[src/hw/rtl/paxos_proposer_fsm_top_assert.svh]
// ---------------------------------------------------------------------------
// assertion macros shared by the proposer modules
// ---------------------------------------------------------------------------
`ifndef PAXOS_PROPOSER_FSM_TOP_ASSERT_SVH
`define PAXOS_PROPOSER_FSM_TOP_ASSERT_SVH

// same-cycle implication, checked outside reset
`define PPFSM_ASSERT_IMP(label, ante, cons, msg) \
	label: assert property (@(posedge clk) disable iff (!arst_n) (ante) |-> (cons)) \
		else $error(msg);

// next-cycle implication, checked outside reset
`define PPFSM_ASSERT_NXT(label, ante, cons, msg) \
	label: assert property (@(posedge clk) disable iff (!arst_n) (ante) |=> (cons)) \
		else $error(msg);

`endif

[src/hw/rtl/ppfsm_pkg.sv]
`timescale 1ns / 1ps
// ---------------------------------------------------------------------------
// ppfsm_pkg
// shared constants, codes and job type of the paxos proposer
// ---------------------------------------------------------------------------
package ppfsm_pkg;

	localparam int MAX_ACCEPTORS = 8;
	localparam int QUEUE_DEPTH   = 4;

	// action codes
	localparam logic [2:0] ACT_START        = 3'd0;
	localparam logic [2:0] ACT_PREP_REPLY   = 3'd1;
	localparam logic [2:0] ACT_ACC_REPLY    = 3'd2;
	localparam logic [2:0] ACT_PREP_TIMEOUT = 3'd3;
	localparam logic [2:0] ACT_ACC_TIMEOUT  = 3'd4;

	// result kinds
	localparam logic [1:0] KIND_PREPARE = 2'd0;
	localparam logic [1:0] KIND_ACCEPT  = 2'd1;
	localparam logic [1:0] KIND_TIMER   = 2'd2;
	localparam logic [1:0] KIND_STATUS  = 2'd3;

	// phases
	localparam logic [1:0] PH_IDLE    = 2'd0;
	localparam logic [1:0] PH_PREPARE = 2'd1;
	localparam logic [1:0] PH_ACCEPT  = 2'd2;

	// register indexes
	localparam logic [1:0] REG_OWN_ID        = 2'd0;
	localparam logic [1:0] REG_INITIAL_VALUE = 2'd1;
	localparam logic [1:0] REG_ACC_COUNT     = 2'd2;

	// work handed from front to back for one input item
	typedef struct packed {
		logic        has_round;
		logic        req_accept;
		logic [7:0]  sel;
		logic [30:0] num;
		logic [31:0] value;
		logic [1:0]  phase;
	} job_t;

	// acceptor count clamped to 1..MAX_ACCEPTORS
	function automatic logic [3:0] eff_count(logic [3:0] c);
		logic [3:0] r;
		r = c;
		if (c == 4'd0) r = 4'd1;
		else if (int'(c) > MAX_ACCEPTORS) r = 4'(MAX_ACCEPTORS);
		return r;
	endfunction

endpackage

[src/hw/rtl/ppfsm_front.sv]
`timescale 1ns / 1ps
// ---------------------------------------------------------------------------
// ppfsm_front
// config registers, proposer state and classification of each event
// ---------------------------------------------------------------------------
module ppfsm_front (
	input  logic                clk,
	input  logic                arst_n,
	input  logic                cfg_we,
	input  logic [1:0]          cfg_index,
	input  logic [31:0]         cfg_wdata,
	input  logic                accept,
	input  logic [151:0]        evt_data,
	input  logic [2:0]          evt_action,
	output ppfsm_pkg::job_t     job
);

	logic [7:0]  own_id_q;
	logic [3:0]  acc_count_q;
	logic [1:0]  phase_q;
	logic [30:0] cur_prop_q;
	logic [31:0] cur_val_q;
	logic [7:0]  replied_q;
	logic [3:0]  ok_q;
	logic [3:0]  err_q;
	logic [31:0] hi_num_q;
	logic [31:0] hi_val_q;

	logic [7:0]  sender;
	logic [30:0] evnum;
	logic [2:0]  from_acc;
	logic        err_flag;
	logic [31:0] acc_num;
	logic [31:0] acc_val;
	logic [30:0] fresh;
	logic [7:0]  sel_in;

	logic [3:0]  eff;
	logic [3:0]  quorum;
	logic [15:0] cnt_mask;
	logic [7:0]  bit_oh;
	logic        sender_ok;
	logic        num_match;
	logic        reply_take;
	logic [3:0]  ok_inc;
	logic [3:0]  err_inc;
	logic        go_prep;
	logic        go_acc;
	logic        go_idle;

	logic [1:0]  phase_n;
	logic [30:0] cur_prop_n;
	logic [31:0] cur_val_n;
	logic [7:0]  replied_n;
	logic [3:0]  ok_n;
	logic [3:0]  err_n;
	logic [31:0] hi_num_n;
	logic [31:0] hi_val_n;

	assign sender   = evt_data[7:0];
	assign evnum    = evt_data[38:8];
	assign from_acc = evt_data[41:39];
	assign err_flag = evt_data[42];
	assign acc_num  = evt_data[74:43];
	assign acc_val  = evt_data[106:75];
	assign fresh    = evt_data[137:107];
	assign sel_in   = evt_data[145:138];

	assign eff       = ppfsm_pkg::eff_count(acc_count_q);
	assign quorum    = (eff >> 1) + 4'd1;
	assign cnt_mask  = (16'd1 << eff) - 16'd1;
	assign bit_oh    = 8'd1 << from_acc;
	assign sender_ok = (sender == own_id_q);
	assign num_match = (evnum == cur_prop_q);
	assign ok_inc    = ok_q + 4'd1;
	assign err_inc   = err_q + 4'd1;

	assign reply_take = ((evt_action == ppfsm_pkg::ACT_PREP_REPLY) ||
		(evt_action == ppfsm_pkg::ACT_ACC_REPLY)) && sender_ok && num_match &&
		(phase_q == evt_action[1:0]) && ({1'b0, from_acc} < eff) &&
		((replied_q & bit_oh) == 8'd0);

	assign go_prep =
		((evt_action == ppfsm_pkg::ACT_START) && sender_ok &&
			(phase_q == ppfsm_pkg::PH_IDLE)) ||
		(reply_take && err_flag && (err_inc == quorum)) ||
		(num_match && (((evt_action == ppfsm_pkg::ACT_PREP_TIMEOUT) &&
			(phase_q == ppfsm_pkg::PH_PREPARE)) ||
			((evt_action == ppfsm_pkg::ACT_ACC_TIMEOUT) &&
			(phase_q == ppfsm_pkg::PH_ACCEPT))));
	assign go_acc  = reply_take && !err_flag && (ok_inc == quorum) &&
		(evt_action == ppfsm_pkg::ACT_PREP_REPLY);
	assign go_idle = reply_take && !err_flag && (ok_inc == quorum) &&
		(evt_action == ppfsm_pkg::ACT_ACC_REPLY);

	always_comb begin
		phase_n    = phase_q;
		cur_prop_n = cur_prop_q;
		cur_val_n  = cur_val_q;
		replied_n  = replied_q;
		ok_n       = ok_q;
		err_n      = err_q;
		hi_num_n   = hi_num_q;
		hi_val_n   = hi_val_q;
		if (reply_take) begin
			replied_n = replied_q | bit_oh;
			if (err_flag) begin
				err_n = err_inc;
			end else begin
				ok_n = ok_inc;
				// remember the highest earlier accepted proposal
				if ((evt_action == ppfsm_pkg::ACT_PREP_REPLY) && (acc_num != '1) &&
					($signed(acc_num) > $signed(hi_num_q))) begin
					hi_num_n = acc_num;
					hi_val_n = acc_val;
				end
			end
		end
		if (go_prep) begin
			ok_n       = '0;
			err_n      = '0;
			replied_n  = '0;
			hi_num_n   = '1;
			hi_val_n   = '1;
			cur_prop_n = fresh;
			phase_n    = ppfsm_pkg::PH_PREPARE;
		end
		if (go_acc) begin
			ok_n      = '0;
			err_n     = '0;
			replied_n = '0;
			if (hi_num_n != '1) cur_val_n = hi_val_n;
			phase_n   = ppfsm_pkg::PH_ACCEPT;
		end
		if (go_idle) phase_n = ppfsm_pkg::PH_IDLE;
	end

	always_comb begin
		job.has_round  = go_prep || go_acc;
		job.req_accept = go_acc;
		job.sel        = sel_in & cnt_mask[7:0];
		job.num        = cur_prop_n;
		job.value      = cur_val_n;
		job.phase      = phase_n;
	end

	always_ff @(posedge clk or negedge arst_n) begin
		if (!arst_n) begin
			own_id_q    <= '0;
			acc_count_q <= 4'd3;
			phase_q     <= ppfsm_pkg::PH_IDLE;
			cur_prop_q  <= '0;
			cur_val_q   <= '0;
			replied_q   <= '0;
			ok_q        <= '0;
			err_q       <= '0;
			hi_num_q    <= '1;
			hi_val_q    <= '1;
		end else if (cfg_we) begin
			case (cfg_index)
				ppfsm_pkg::REG_OWN_ID:        own_id_q    <= cfg_wdata[7:0];
				ppfsm_pkg::REG_INITIAL_VALUE: cur_val_q   <= cfg_wdata;
				ppfsm_pkg::REG_ACC_COUNT:     acc_count_q <= cfg_wdata[3:0];
				default: ;
			endcase
		end else if (accept) begin
			phase_q    <= phase_n;
			cur_prop_q <= cur_prop_n;
			cur_val_q  <= cur_val_n;
			replied_q  <= replied_n;
			ok_q       <= ok_n;
			err_q      <= err_n;
			hi_num_q   <= hi_num_n;
			hi_val_q   <= hi_val_n;
		end
	end

endmodule

[src/hw/rtl/ppfsm_queue.sv]
`timescale 1ns / 1ps
// ---------------------------------------------------------------------------
// ppfsm_queue
// short job queue between front and back
// ---------------------------------------------------------------------------
module ppfsm_queue #(
	parameter int DEPTH = ppfsm_pkg::QUEUE_DEPTH
) (
	input  logic            clk,
	input  logic            arst_n,
	input  logic            push,
	input  ppfsm_pkg::job_t push_job,
	output logic            full,
	input  logic            pop,
	output logic            nonempty,
	output ppfsm_pkg::job_t head
);

	`include "paxos_proposer_fsm_top_assert.svh"

	localparam int PW = (DEPTH > 1) ? $clog2(DEPTH) : 1;
	localparam int CW = $clog2(DEPTH + 1);

	ppfsm_pkg::job_t mem [DEPTH];
	logic [PW-1:0]   wr_ptr_q;
	logic [PW-1:0]   rd_ptr_q;
	logic [CW-1:0]   count_q;

	assign full     = (count_q == CW'(DEPTH));
	assign nonempty = (count_q != '0);
	assign head     = mem[rd_ptr_q];

	always_ff @(posedge clk) begin
		if (push) mem[wr_ptr_q] <= push_job;
	end

	always_ff @(posedge clk or negedge arst_n) begin
		if (!arst_n) begin
			wr_ptr_q <= '0;
			rd_ptr_q <= '0;
			count_q  <= '0;
		end else begin
			if (push) begin
				if (wr_ptr_q == PW'(DEPTH - 1)) wr_ptr_q <= '0;
				else wr_ptr_q <= wr_ptr_q + 1'b1;
			end
			if (pop) begin
				if (rd_ptr_q == PW'(DEPTH - 1)) rd_ptr_q <= '0;
				else rd_ptr_q <= rd_ptr_q + 1'b1;
			end
			if (push && !pop) count_q <= count_q + 1'b1;
			else if (pop && !push) count_q <= count_q - 1'b1;
		end
	end

	`PPFSM_ASSERT_IMP(a_no_overflow, push, count_q < CW'(DEPTH), "push into full queue")
	`PPFSM_ASSERT_IMP(a_no_underflow, pop, count_q != '0, "pop from empty queue")
	`PPFSM_ASSERT_NXT(a_count_up, push && !pop, count_q == $past(count_q) + 1'b1, "count lost")

endmodule

[src/hw/rtl/ppfsm_back.sv]
`timescale 1ns / 1ps
// ---------------------------------------------------------------------------
// ppfsm_back
// expands one job into requests and timer item if it opens a round, then a status item
// ---------------------------------------------------------------------------
module ppfsm_back (
	input  logic            clk,
	input  logic            arst_n,
	input  logic            job_valid,
	input  ppfsm_pkg::job_t job,
	output logic            pop,
	output logic            m_tvalid,
	input  logic            m_tready,
	output logic [71:0]     m_tdata,
	output logic [1:0]      m_tuser,
	output logic            m_tlast
);

	`include "paxos_proposer_fsm_top_assert.svh"

	typedef enum logic [2:0] {
		ST_REQ    = 3'b001,
		ST_TIMER  = 3'b010,
		ST_STATUS = 3'b100
	} bstate_t;

	bstate_t         st_q;
	logic            busy_q;
	ppfsm_pkg::job_t job_q;
	logic [7:0]      rem_q;

	logic            m_tvalid_q;
	logic [1:0]      m_kind_q;
	logic [2:0]      m_to_q;
	logic [30:0]     m_num_q;
	logic [31:0]     m_val_q;
	logic [1:0]      m_phase_q;
	logic            m_tlast_q;

	logic            adv;
	logic            finishing;
	logic [7:0]      low_bit;
	logic [7:0]      rem_after;
	logic [2:0]      low_idx;
	logic [1:0]      it_kind;
	logic [2:0]      it_to;
	logic [31:0]     it_val;
	logic            it_last;
	bstate_t         load_st;

	assign adv       = !m_tvalid_q || m_tready;
	assign finishing = busy_q && adv && (st_q == ST_STATUS);
	assign pop       = job_valid && (!busy_q || finishing);
	assign low_bit   = rem_q & (~rem_q + 8'd1);
	assign rem_after = rem_q & ~low_bit;

	always_comb begin
		low_idx = '0;
		for (int i = 7; i >= 0; i--) begin
			if (rem_q[i]) low_idx = 3'(i);
		end
	end

	always_comb begin
		it_kind = ppfsm_pkg::KIND_STATUS;
		it_to   = '0;
		it_val  = job_q.value;
		it_last = 1'b0;
		case (st_q)
			ST_REQ: begin
				it_kind = job_q.req_accept ? ppfsm_pkg::KIND_ACCEPT : ppfsm_pkg::KIND_PREPARE;
				it_to   = low_idx;
				it_val  = job_q.req_accept ? job_q.value : 32'd0;
			end
			ST_TIMER: begin
				it_kind = ppfsm_pkg::KIND_TIMER;
				it_val  = 32'd0;
			end
			ST_STATUS: begin
				it_last = 1'b1;
			end
			default: ;
		endcase
	end

	always_comb begin
		if (!job.has_round) load_st = ST_STATUS;
		else if (job.sel != 8'd0) load_st = ST_REQ;
		else load_st = ST_TIMER;
	end

	always_ff @(posedge clk or negedge arst_n) begin
		if (!arst_n) begin
			st_q       <= ST_STATUS;
			busy_q     <= 1'b0;
			rem_q      <= '0;
			m_tvalid_q <= 1'b0;
		end else begin
			if (adv) m_tvalid_q <= busy_q;
			if (pop) begin
				busy_q <= 1'b1;
				rem_q  <= job.sel;
				st_q   <= load_st;
			end else if (finishing) begin
				busy_q <= 1'b0;
			end else if (busy_q && adv) begin
				case (st_q)
					ST_REQ: begin
						rem_q <= rem_after;
						if (rem_after == 8'd0) st_q <= ST_TIMER;
					end
					ST_TIMER: st_q <= ST_STATUS;
					default: ;
				endcase
			end
		end
	end

	always_ff @(posedge clk) begin
		if (pop) job_q <= job;
		if (adv && busy_q) begin
			m_kind_q  <= it_kind;
			m_to_q    <= it_to;
			m_num_q   <= job_q.num;
			m_val_q   <= it_val;
			m_phase_q <= job_q.phase;
			m_tlast_q <= it_last;
		end
	end

	assign m_tvalid = m_tvalid_q;
	assign m_tuser  = m_kind_q;
	assign m_tlast  = m_tlast_q;
	assign m_tdata  = {4'd0, m_phase_q, m_val_q, m_num_q, m_to_q};

	`PPFSM_ASSERT_IMP(a_state_onehot, busy_q, $onehot(st_q), "sequencer state not one-hot")
	`PPFSM_ASSERT_IMP(a_req_target, busy_q && (st_q == ST_REQ), rem_q != 8'd0, "request with no target")
	`PPFSM_ASSERT_IMP(a_last_status, m_tvalid_q, m_tlast_q == (m_kind_q == ppfsm_pkg::KIND_STATUS), "last mark off status")

endmodule

[src/hw/rtl/paxos_proposer_fsm_top.sv]
`timescale 1ns / 1ps
// an item's first result reaches the output register via the job queue and the job register
// throughput: an item that starts a round gives k requests + timer + status, one per cycle,
//   unless m_tready stalls (k = selected acceptors below the count); any other item gives
//   a status item only; the single output register of the back sequencer sets that rate; a
//   4-entry job queue lets the front keep taking events meanwhile
// reset: arst_n clears state and queue, acceptor_count to 3, current value to 0
// ---------------------------------------------------------------------------
// paxos_proposer_fsm_top
// single-decree paxos proposer: event classifier, job queue, result sequencer
// ---------------------------------------------------------------------------
module paxos_proposer_fsm_top #(
	parameter int QUEUE_DEPTH = ppfsm_pkg::QUEUE_DEPTH
) (
	input  logic         clk,
	input  logic         arst_n,
	// config write port: 0 own_id, 1 initial_value, 2 acceptor_count
	input  logic         cfg_we,
	input  logic [1:0]   cfg_index,
	input  logic [31:0]  cfg_wdata,
	// event stream
	input  logic         s_tvalid,
	output logic         s_tready,
	// sender_proposer_id, event_proposal_number, from_acceptor, error_flag,
	// accepted_number, accepted_value, fresh_proposal_number, selected_acceptors
	input  logic [151:0] s_tdata,
	// action
	input  logic [2:0]   s_tuser,
	// result stream
	output logic         m_tvalid,
	input  logic         m_tready,
	// to_acceptor, out_proposal_number, out_value, phase
	output logic [71:0]  m_tdata,
	// kind
	output logic [1:0]   m_tuser,
	output logic         m_tlast
);

	ppfsm_pkg::job_t new_job;
	ppfsm_pkg::job_t head_job;
	logic            q_full;
	logic            q_nonempty;
	logic            q_pop;
	logic            accept;

	// the front takes an event whenever the queue has room
	assign s_tready = !q_full;
	assign accept   = s_tvalid && s_tready;

	// front: holds all proposer state, decides the round to start per event
	ppfsm_front u_front (
		.clk        (clk),
		.arst_n     (arst_n),
		.cfg_we     (cfg_we),
		.cfg_index  (cfg_index),
		.cfg_wdata  (cfg_wdata),
		.accept     (accept),
		.evt_data   (s_tdata),
		.evt_action (s_tuser),
		.job        (new_job)
	);

	// queue decouples event intake from result output
	ppfsm_queue #(
		.DEPTH (QUEUE_DEPTH)
	) u_queue (
		.clk      (clk),
		.arst_n   (arst_n),
		.push     (accept),
		.push_job (new_job),
		.full     (q_full),
		.pop      (q_pop),
		.nonempty (q_nonempty),
		.head     (head_job)
	);

	// back: walks the selected acceptors in ascending order, then timer, then status
	ppfsm_back u_back (
		.clk       (clk),
		.arst_n    (arst_n),
		.job_valid (q_nonempty),
		.job       (head_job),
		.pop       (q_pop),
		.m_tvalid  (m_tvalid),
		.m_tready  (m_tready),
		.m_tdata   (m_tdata),
		.m_tuser   (m_tuser),
		.m_tlast   (m_tlast)
	);

endmodule

[config.mk]
export PLATFORM = sky130hd
export DESIGN_NAME = paxos_proposer_fsm_top
export DESIGN_NICKNAME = d
export VERILOG_FILES = /design/src/hw/rtl/ppfsm_pkg.sv /design/src/hw/rtl/ppfsm_front.sv /design/src/hw/rtl/ppfsm_queue.sv /design/src/hw/rtl/ppfsm_back.sv /design/src/hw/rtl/paxos_proposer_fsm_top.sv
export VERILOG_INCLUDE_DIRS = /design/src /design/src/hw/rtl
export SDC_FILE = /design/constraint.sdc
export NUM_CORES = 1
export LEC_CHECK = 0
export BUFFER_PORTS_ARGS = -buffer_cell sky130_fd_sc_hd__buf_2
export CAP_MARGIN = 20
export CORE_UTILIZATION = 45
export CTS_BUF_LIST = sky130_fd_sc_hd__clkbuf_2
export DETAILED_ROUTE_END_ITERATION = 10
export PLACE_DENSITY = 0.66
export RECOVER_POWER = 50
export SYNTH_ARGS = -nofsm -noshare
export SYNTH_HDL_FRONTEND = slang
export SYNTH_HIERARCHICAL = 1
export SYNTH_SLANG_ARGS = --single-unit
[constraint.sdc]
create_clock -name clk -period 3.45 [get_ports clk]
set_input_delay 0 -clock clk [delete_from_list [all_inputs] [get_ports clk]]
set_output_delay 0 -clock clk [all_outputs]
set_load 0.01 [all_outputs]
### After elaboration in Yosys (flattened, before gate mapping)

Memory sizes are Yosys's and may differ from the RTL's.
Cells that the tools add are included.

| storage, ports and cells | value |
|---|---|
| bits in writable memories | 300 |
| output and inout bits | 77 |
| input port bits | 194 |
| flip-flop bits (word level) | 314 |
| memories | 1 |

Memory list:

| memory | words | width | read ports | clocked after memory_dff | write ports | line | text |
|---|---|---|---|---|---|---|---|
| u_queue.mem | 4 | 75 | 1 | 0 | 1 | ppfsm_queue.sv:24 | `ppfsm_pkg::job_t mem [DEPTH];` |

| operators by class | value |
|---|---|
| equal/unequal tests | 25 |
| bitwise operators | 9 |
| reductions and logical operators | 65 |
| add/subtract/negate cells | 9 |
| shift-type cells | 2 |
| multiplexer cells | 61 |
| $lt $le $gt $ge | 3 |

Operator list:

| cell | count |
|---|---|
| $mux W32 | 14 |
| $ne A32 B32 Y1 const B | 2 |
| $pmux W32 S2 | 1 |
| $mux W8 | 7 |
| $mux W4 | 10 |
| $mux W3 | 11 |
| $and A8 B8 Y8 | 4 |
| $gt A32 B32 Y1 | 1 |
| $eq A31 B31 Y1 | 1 |
| $mux W31 | 1 |
| $logic_and A1 B1 Y1 | 24 |
| $logic_not A8 Y1 | 2 |
| $mux W2 | 8 |
| $not A8 Y8 | 2 |
| $reduce_and A4 Y1 | 3 |
| $reduce_bool A3 Y1 | 4 |
| $reduce_bool A2 Y1 | 5 |
| $eq A3 B2 Y1 const B | 3 |
| $eq A3 B3 Y1 const B | 3 |
| $add A4 B1 Y4 const B | 2 |
| $add A8 B1 Y8 const B | 1 |
| $eq A2 B2 Y1 const B | 4 |
| $eq A4 B4 Y1 | 2 |
| $eq A8 B8 Y1 | 1 |
| 32 further kinds | 58 |

### Longest topological paths before layout

Gate-level depths: netlist of the first run.

| depth | value |
|---|---|
| depth after elaboration | 17 |
| depth in mapped cells | 15 |
| mapped depth without buffers | 14 |

### Modules after synthesis

The synthesis of the first run kept the hierarchy.

Modules (own cells, without submodules):

| module | sequential area each (µm²) | times used | area each (µm²) | cells an instance |
|---|---|---|---|---|
| ppfsm_queue | 9183.8 | 1 | 11263.3 | 429 |
| ppfsm_front | 4011.3 | 1 | 9505.4 | 1033 |
| ppfsm_back | 4440.5 | 1 | 5163.7 | 265 |
| paxos_proposer_fsm_top | 0.0 | 1 | 10.0 | 2 |

### Worst setup path after synthesis of the first run

No wires, ideal clock.

| path | value |
|---|---|
| path kind | register to register |
| from | register u_back.st_q[2] |
| to | register u_queue.count_q[1] |
| slack | 0.068 ns |
| buffers on the path | 1 |
| arrival | 3.258 ns |
| cell stages (with the launch flop) | 10 |
| period minus slack after synthesis | 3.382 ns |
| required time | 3.325 ns |
| path through | dfstp_2 nor3b_1 a31oi_1 inv_1 buf_2 inv_1 ha_1 inv_1 fa_1 mux2_2 |

| between the ends | value |
|---|---|
| cells in the longest elaborated chain, start to end | 7 |
| elaborated cells on any way between the ends | 9 |

Ends and longest elaborated chain:

| item | line | text |
|---|---|---|
| from (decl) | ppfsm_back.sv:27 | `bstate_t st_q;` |
| from (signal assigned) | ppfsm_back.sv:103 | `st_q <= load_st;` |
| $eq A3 B3 Y1 * | ppfsm_back.sv:52 | `assign finishing = busy_q && adv && (st_q == ST_STATUS);` |
| $logic_and A1 B1 Y1 * | ppfsm_back.sv:52 |  |
| $logic_or A1 B1 Y1 * | ppfsm_back.sv:53 | `assign pop = job_valid && (!busy_q \|\| finishing);` |
| $logic_and A1 B1 Y1 * | ppfsm_back.sv:53 |  |
| net q_pop | paxos_proposer_fsm_top.sv:43 | `logic q_pop;` |
| $logic_not A1 Y1 | ppfsm_queue.sv:51 | `if (push && !pop) count_q <= count_q + 1'b1;` |
| $logic_and A1 B1 Y1 | ppfsm_queue.sv:51 |  |
| $mux W3 or $reduce_bool A2 Y1 (tied branches) | - |  |
| to (signal assigned) | ppfsm_queue.sv:51 |  |
| to (signal assigned) | ppfsm_queue.sv:52 | `else if (pop && !push) count_q <= count_q - 1'b1;` |
| to (decl) | ppfsm_queue.sv:27 | `logic [CW-1:0] count_q;` |

The timed path passes the listed nets; every way through them passes the cells marked *.
A chain may end at the register's enable or synchronous reset.

==> impl_summary.md, run 1 <==
Final layout
Summing all flip-flop and latch instances after layout gives 17600 µm². The signed area change from the synthesized netlist to the final layout is 33.5%. Once layout is complete, the cells apart from fillers number 3494. The final layout net count is 2832. Of the cells placed in the final design, the portion with a size suffix greater than 1 is 26.9%. The multi-input logic area is 7790 µm². The fill cell total of the finished layout is 4205.

Power
The leakage component of the power is 13.3 nW. The internal power consumption is 13.8 mW. Of the total power, the share spent switching nets is 30.1%. Across the VDD grid, the largest voltage drop is 0.000363 V.

The proportion of power drawn by flip-flops and latches is 51.9%. The fraction of power consumed by combinational cells is 22.4%. The analysis attributes to net switching a power of 5.96 mW. The clock network burns 25.8% of the power. In this run the power density over the cells is 571 nW/µm².

STA
The final period utilization is 99.0%. Setup slack on the critical path of the routed design comes to 0.0358 ns. The final count of hold timing violations is 0.

The setup-violating endpoint count in the final report is 0. The minimum clock period is 3.41 ns. The final worst clock skew is 0.114 ns.

Setup repair after global routing could not meet its margin everywhere. The maximum achievable frequency is 293 MHz. At the pin with the least slew margin, the transition time is 2.61 ns.

The max-slew headroom at the worst pin is -73.9%. The max-slew violation count is 89.

Global route
Entering global routing, the biggest net connects 90 pins. The wire length of the first global-routing pass is 114000 µm. The number of antenna violations at the first check in global routing is 14. The via count of the first global-routing pass came to 20500. The total routing resource utilization after global routing is 25.4%.

The total overflow left after global routing is 0.

Drt
For this run, the detailed router's first-pass iteration total came to 5. For this run, design rule violations remaining after detail routing come to 0. Summing over every cut layer, the via total after detailed routing is 19200. Once detail routing completed, the nets flagged for antenna violations numbered 0.

The total routed wirelength is 74000 µm. The violation count after the first detailed-route iteration is 1598. In the final routed layout, each cell accounts on average for 21.2 µm. The detail-routed via count per cell is 5.51.

Clock network
The latest clock arrival within the worst-skew pair is 1.29 ns. In this run the number of H-tree levels came out at 4. The number of clock sinks is 614. The buffer depth of the longest clock path is 3. Buffers inserted during clock tree synthesis total 157. The clock tree from TritonCTS is done. After clock tree synthesis, the clock-pin slew on the worst setup and hold paths is 0.11 ns. The root buffer selected by CTS is sky130_fd_sc_hd__clkbuf_2.

Logic synthesis
The fraction of synthesized area in multiplexers is 8.81%. Summed over its instances, the top area cell type makes up 50.6% of the synthesized netlist area. The cell type with the highest aggregate area in the netlist is sky130_fd_sc_hd__edfxtp_1. The share of async-settable or async-resettable flops after synthesis is 28.8%. After Yosys synthesis, XOR and XNOR cells account for 1.76% of the synthesized area. The area fraction in and, or, nand and nor cells after synthesis is 9.68%. A synthesized cell averages 15.0 µm². After synthesis the netlist holds a flip-flop and latch count of 614.

The top flip-flop cell by instance count after synthesis is sky130_fd_sc_hd__edfxtp_1. The count of different cell masters after synthesis is 80. Counting flops with a built-in enable in the synthesized netlist gives 437. After synthesis, the cell types taking the most area are sky130_fd_sc_hd__edfxtp_1 (51%), sky130_fd_sc_hd__dfrtp_1 (11%), sky130_fd_sc_hd__dfstp_2 (6.8%).

The dominant combinational cell family by area after synthesis is simple AND/OR/NAND/NOR gates. The fraction of the mapped netlist area in compound gates is 6.76%. The instance count of the mapped netlist is 1729. After Yosys synthesis, full adders, half adders and majority gates account for 2.24% of the synthesized area.

The area of the mapped netlist is 25900 µm². Sequential cells were found to cover 68.0% of the synthesized design area. Yosys printed 6 warnings.

Worst hold path
The tightest min-delay check is of the in2reg type. The hold path startpoint is s_tdata[117].

Worst setup path
STA classifies the critical path startpoint as a flip-flop. In this run the critical register-to-register path is launched from u_front/hi_num_q[19]$_DFFE_PN1P_. The delay of the slowest critical-path stage is 0.57 ns.

The timing startpoint of the critical path is u_front/hi_num_q[19]$_DFFE_PN1P_. Data on the critical path arrives at its endpoint at 4.44 ns. The critical path data required time is 4.48 ns. The kind of end point of the critical path is a flip-flop. In this run the register-to-register setup slack is 0.04 ns. The worst-path maximum fanout is 19.

The critical path is of the reg2reg type. The cell that appears most often on the critical path is sky130_fd_sc_hd__a21oi_1. Traced cell by cell, the critical path runs through inv_1 > ha_1 > a21oi_1 > o21ai_0 > a221o_1 > a211o_1 > o2111ai_4 > buf_6 > buf_12 > o22ai_1 > a21oi_1. The slowest stage of the critical path is the sky130_fd_sc_hd__dfstp_2 cell.

Die
In this run the standard cell core region covers 56700 µm². The standard-cell row count is 87. The horizontal die dimension is 242 µm. Once the floorplan was initialized, standard cells occupied 45.7% of the core. For this design the top-level I/O count stands at 271. The die footprint is 58600 µm². The vertical die dimension is 242 µm.

Place
Counting tap cells, the placed design contains a total of 2743 instances. The weighted congestion at the end of routability-driven global placement is 0.889. The HPWL reported at the end of detailed placement is 40300 µm. OpenSTA, run right after detailed placement, puts the worst setup slack at -0.347 ns.

The number of port buffers is 260.

Run status
The final reports fail on capacitance limit, slew limit. The run finished, with violations left.

Flow run
The tool flagged a number of max-cap violations equal to 1.
==> critical path, delay by kind of cell (launching register included) <==
family                     cells  cell delay (ns)
buffers and inverters          3             0.52
AOI/OAI and AO/OA              7             1.76
adders and majority gates      1             0.30
DFF                            1             0.57
==> path summary, 6_finish.rpt <==
path                                                          end  depth (start not counted)
worst max-delay path                 u_queue/mem[1][16]$_DFFE_PP_                         11
worst min-delay path                 u_queue/mem[0][44]$_DFFE_PP_                          4
worst max register to register       u_queue/mem[1][16]$_DFFE_PP_                         11
worst min register to register       u_back/m_num_q[23]$_DFFE_PP_                          0
max in group asynchronous         u_queue/rd_ptr_q[0]$_DFFE_PN0P_                          5
min in group asynchronous       u_front/cur_val_q[19]$_DFFE_PN0P_                          5
==> cell usage after synthesis, types with 46 or more instances <==
| library cell | number |
|---|---|
| sky130_fd_sc_hd__nor3_1 | 71 |
| sky130_fd_sc_hd__a21oi_1 | 52 |
| sky130_fd_sc_hd__dfrtp_1 | 110 |
| sky130_fd_sc_hd__nor4_1 | 46 |
| sky130_fd_sc_hd__edfxtp_1 | 437 |
| sky130_fd_sc_hd__xnor2_1 | 48 |
| sky130_fd_sc_hd__o22a_1 | 64 |
| sky130_fd_sc_hd__nand2_1 | 130 |
| sky130_fd_sc_hd__dfstp_2 | 67 |
| sky130_fd_sc_hd__mux4_2 | 75 |
| sky130_fd_sc_hd__inv_1 | 48 |
| sky130_fd_sc_hd__nor2_1 | 122 |
==> flip-flops by register name, indices dropped and copies added, names as in the netlist, 2 cells and up <==
register,cells
u_front/cur_val_q,32
u_queue/wr_ptr_q,2
u_queue/rd_ptr_q,2
u_queue/mem,300
u_front/cur_prop_q,31
u_front/hi_num_q,32
u_back/m_val_q,32
u_front/hi_val_q,32
u_front/replied_q,8
u_back/m_num_q,31
u_back/m_tuser,2
u_front/acc_count_q,4
u_back/st_q,3
u_front/own_id_q,8
u_front/ok_q,4
u_back/rem_q,8
u_queue/count_q,3
u_front/phase_q,2
u_back/job_q,66
u_front/err_q,4
u_back/m_to_q,3
u_back/m_phase_q,2
==> per-layer routing <==
layer / global-route usage (%) / vias up / wire [µm]
li1: - / 8478 / -
met1: 30.6 / 9416 / 28500
met2: 42.0 / 1054 / 36500
met3: 6.80 / 284 / 5820
met4: 13.4 / 4 / 3230
met5: 0 / - / 22
==> power by group through the flow <==
stage	Clock (mW)	Combinational, mW	Sequential [mW]
CTS	5.23	4.46	10.3
finish	5.10	4.43	10.3
global route	5.63	4.79	10.4
detailed placement	0	4.05	10.4
floorplan	0	2.86	10.2
global placement	0	3.96	10.3
==> area by class of cell <==
type | instances | share of cell area, %
flip-flops and latches | 614 | 50.9
multi-input cells | 979 | 22.5
repair buffers | 788 | 18.8
clock buffers | 246 | 3.55
well taps | 756 | 2.73
clock inverters | 44 | 0.820
inverters | 53 | 0.582
diodes | 14 | 0.101
==> metrics by stage <==
step | area [µm²] | util (%) | hold slack [ns] | setup TNS (ns) | total power, mW
5_1_grt | 34600 | 61.1 | 0.0476 | -0.343 | 20.8
3_5_place_dp | 28600 | 50.5 | 0.164 | -64.08 | 14.5
3_3_place_gp | 28600 | 50.5 | 0.144 | -65.44 | 14.3
2_1_floorplan | 26000 | - | -0.296 | 0 | 13.0
4_1_cts | 34700 | 61.1 | 0.0000631 | 0 | 20.0
6_report | 34600 | 61.1 | 0.232 | 0 | 19.8
==> logic make-up after synthesis <==
family | count (synthesis)
flip-flops | 614
AND/OR/NAND/NOR | 510
AO/OA/AOI/OAI | 238
buffers and inverters | 139
multiplexers | 128
XOR/XNOR | 52
adder cells (fa/ha/maj) | 46
other | 2
==> cell usage in the layout (no fill, tap or decap), types with 8 or more instances in the layout <==
cell type	count
sky130_fd_sc_hd__nand3_1	20
sky130_fd_sc_hd__buf_12	19
sky130_fd_sc_hd__mux4_2	75
sky130_fd_sc_hd__inv_1	46
sky130_fd_sc_hd__a21oi_2	11
sky130_fd_sc_hd__buf_2	187
sky130_fd_sc_hd__dfstp_2	64
sky130_fd_sc_hd__clkbuf_1	75
sky130_fd_sc_hd__clkbuf_2	252
sky130_fd_sc_hd__o22a_1	64
sky130_fd_sc_hd__mux2_1	32
sky130_fd_sc_hd__o22ai_1	32
sky130_fd_sc_hd__buf_4	54
sky130_fd_sc_hd__diode_2	14
sky130_fd_sc_hd__mux2_2	16
sky130_fd_sc_hd__dlygate4sd3_1	444
sky130_fd_sc_hd__nor4_1	40
sky130_fd_sc_hd__o21ai_0	17
sky130_fd_sc_hd__clkinv_1	29
sky130_fd_sc_hd__nor2b_1	8
sky130_fd_sc_hd__nor3_1	69
sky130_fd_sc_hd__and2_1	18
sky130_fd_sc_hd__xnor2_1	47
sky130_fd_sc_hd__ha_1	44
sky130_fd_sc_hd__a21oi_1	41
sky130_fd_sc_hd__dfrtp_1	108
sky130_fd_sc_hd__and2_0	23
sky130_fd_sc_hd__nor2_1	121
sky130_fd_sc_hd__edfxtp_1	437
sky130_fd_sc_hd__a22o_1	11
sky130_fd_sc_hd__nand2_1	130
sky130_fd_sc_hd__nand4_1	33
==> repair_timing <==
item	4_1_cts	5_1_grt
buffers inserted	0	1
hold endpoints to repair	1052	0
endpoints found under the setup margin	400	194
hold buffers	446	0
gates resized for setup	6	20
cloned	0	0
pin swaps	1	3
Power figures use the tool's default switching activity.
==> inputs of run 2 (changes only) <==
- CORE_MARGIN: default -> 2
- PLACE_DENSITY: 0.66 -> default
- clock period: 3.45 -> 3.2 ns (I/O delays scaled with it)
==> impl_summary.md, run 2 (same netlist as run 1, synthesis figures left out) <==
Clock network
The buffer depth of the longest clock path is 3. The later pin in the worst-skew pair is clocked with a latency of 1.35 ns. CTS built an H-tree with a depth of 4. The clock tree from TritonCTS is done. After clock tree synthesis, the clock-pin slew on the worst setup and hold paths is 0.11 ns.

In this run, CTS created clock tree buffers numbering 158. The tree is rooted in a sky130_fd_sc_hd__clkbuf_2. Counting every sink on the clock net gives 614.

Drt
For this run, the detailed router's first-pass iteration total came to 7. The detail-routed via count per cell is 5.52. Dividing the detail-routed wire length by the instance count gives 21.7 µm. The total routed wirelength is 76700 µm. The final route contains 19500 vias.

The first routing iteration left 1448 violations. The number of nets with antenna violations after routing is 0. In the routed design, unresolved DRC markers number 0.

Final layout
The largest registers in the layout are u_queue/mem (300), u_back/job_q (66). The library cells used most frequently in the layout, excluding fill and tap cells, are sky130_fd_sc_hd__dlygate4sd3_1 (457), sky130_fd_sc_hd__edfxtp_1 (437), sky130_fd_sc_hd__clkbuf_2 (246). The library cell used most frequently in the layout, excluding fill and tap cells, is sky130_fd_sc_hd__dlygate4sd3_1. The count of non-filler cells in the finished layout is 3528.

The final layout net count is 2862. The register containing the most flip-flops in the final layout is u_queue/mem. The register with the most flip-flops in the layout has 300 of them. Compared with the post-synthesis result, the final layout area differs by 36.5%.

After routing the design area is 35400 µm². Of the cells placed in the final design, the portion with a size suffix greater than 1 is 29.7%.

STA
Based on the critical path, the design can be clocked at up to 300 MHz. For the final database, setup skew stands at 0.104 ns. The max-slew violation count is 115. The smallest setup slack after layout is -0.131 ns. For the pin with the worst max-slew slack, the measured transition is 1.69 ns. The minimum clock period is 3.33 ns. The final critical path takes up 104% of the cycle. Setup violations remaining at the end of the flow were counted as 20.

The final count of hold timing violations came to 0. The max-slew headroom at the worst pin is -12.7%. Setup repair after global routing could not meet its margin everywhere.

Worst setup path
The slack of the worst reg-to-reg path is -0.13 ns. STA puts the critical path data arrival time at 4.49 ns. The cell depth of the worst flop-to-flop path is 13.

The kind of critical path is reg2reg. The worst setup path is captured at a flip-flop. The worst-path maximum fanout is 8. In this run the critical register-to-register path is captured at u_front/cur_val_q[22]$_DFFE_PN0P_. STA puts the critical path data required time at 4.36 ns. The sort of element at the start of the critical path is a flip-flop. The startpoint identified for the worst register-to-register timing path is u_front/hi_num_q[15]$_DFFE_PN1P_.

Place
During placement, the flow inserted port buffers numbering 260. The congestion estimate from routability-driven global placement came to 0.856. The placement-stage cell area is 28700 µm². Counting tap cells, the placed design contains a total of 2758 instances. The HPWL reported at the end of detailed placement is 41800 µm.

Global route
The total routing resource utilization after global routing is 25.6%. The via count of the first global-routing pass is 20900. The first global-routing pass estimated 116000 µm of wire. The number of antenna violations at the first check in global routing was 6. For this run the aggregate overflow at the end of global routing stands at 0. Entering global routing, the biggest net connects 115 pins.

Die
The vertical die dimension is 244 µm. The placeable core area is 57400 µm². The die footprint is 59600 µm².

The initialized floorplan defines 88 standard-cell rows. For this configuration, the core starts out at a cell density of 45.2%. The number of top-level pins is 271. The horizontal die dimension is 244 µm.

Flow run
The tool flagged a number of max-cap violations equal to 1.

Run status
The flow ran to the end, but the final reports show violations. The final reports fail on capacitance limit, slew limit, setup timing.

Power
VDD sags by at most 0.000319 V. In this run the power density over the cells is 615 nW/µm². The leakage component of the power is 13.6 nW.

Worst hold path
The class of the worst hold path is in2reg. The hold-critical path endpoint is u_queue/mem[2][56]$_DFFE_PP_. The hold path startpoint is s_tdata[129].

The number of cells on the worst hold path is 4.
==> run 2: final cells by class <==
cell class	instances	area, µm²
antenna	7	17.5
clock buffer	240	1200
clock inverter	53	365
fill	4285	21900
inverter	53	201
multi-input combinational	979	8260
sequential	614	17600
tap	765	957
timing repair buffer	817	6780
==> run 2: how the worst max path moves through the flow <==
stage | from | end | slack, ns | depth (start not counted)
2_1_floorplan | u_queue/count_q[2]$_DFFE_PN0P_ | u_queue/mem[0][0]$_DFFE_PP_ | 0.05 | 3
3_3_place_gp | u_front/hi_num_q[19]$_DFFE_PN1P_ | u_queue/mem[0][12]$_DFFE_PP_ | -0.002 | 10
3_5_place_dp | u_front/hi_num_q[11]$_DFFE_PN1P_ | u_queue/mem[1][2]$_DFFE_PP_ | -0.09 | 11
4_1_cts | u_front/hi_num_q[31]$_DFFE_PN1P_ | u_queue/mem[2][25]$_DFFE_PP_ | 0.008 | 10
5_1_grt | u_front/hi_num_q[14]$_DFFE_PN1P_ | u_front/cur_val_q[22]$_DFFE_PN0P_ | -0.23 | 13
6_report | u_front/hi_num_q[15]$_DFFE_PN1P_ | u_front/cur_val_q[22]$_DFFE_PN0P_ | -0.13 | 13
==> run 2: layer usage <==
layer	vias to the layer above	global-route usage [%]	share of wire [%]
li1	8529	-	-
met1	9729	31.2	40
met2	949	42.6	49
met3	264	6.94	7.2
met4	2	12.1	4.3
met5	-	0	0.014
==> run 2: report_power, final <==
| group | switching, mW | internal (mW) |
|---|---|---|
| clock | 3.29 | 2.42 |
| sequential | 0.576 | 10.3 |
| combinational | 2.78 | 2.36 |
==> run 2: per-stage QoR <==
step / setup TNS (ns) / worst slack (ns) / hold WS [ns] / power [mW] / util, %
finish: -0.841 / -0.131 / 0.206 / 21.8 / 61.7
global route: -7.03 / -0.235 / 0.0858 / 22.9 / 61.7
CTS: 0 / 0.00793 / 0.00126 / 21.8 / 60.9
detailed placement: -4.78 / -0.0874 / 0.238 / 15.7 / 50.1
global placement: -0.00779 / -0.00195 / 0.224 / 15.5 / 50.1
floorplan: 0 / 0.0504 / -0.296 / 14.1 / -
==> run 2: critical path, stage by stage (launching register included) <==
cell and delay, ns:
sky130_fd_sc_hd__dfstp_2 0.57, sky130_fd_sc_hd__inv_2 0.05, sky130_fd_sc_hd__ha_4 0.27, sky130_fd_sc_hd__nand4_1 0.15
sky130_fd_sc_hd__nor4_2 0.34, sky130_fd_sc_hd__o21ai_1 0.14, sky130_fd_sc_hd__a31oi_2 0.27, sky130_fd_sc_hd__buf_4 0.17
sky130_fd_sc_hd__o2111ai_4 0.19, sky130_fd_sc_hd__a221oi_4 0.32, sky130_fd_sc_hd__buf_6 0.18, sky130_fd_sc_hd__buf_12 0.17
sky130_fd_sc_hd__nor2_4 0.07, sky130_fd_sc_hd__nor4_4 0.28
==> run 2: timing repair <==
item / CTS / global route
pin swaps: 1 / 40
gates resized for setup: 10 / 113
hold endpoints to repair: 1090 / 0
endpoints found under the setup margin: 183 / 283
hold buffers: 460 / 0
cloned: 0 / 3
buffers inserted: 0 / 8
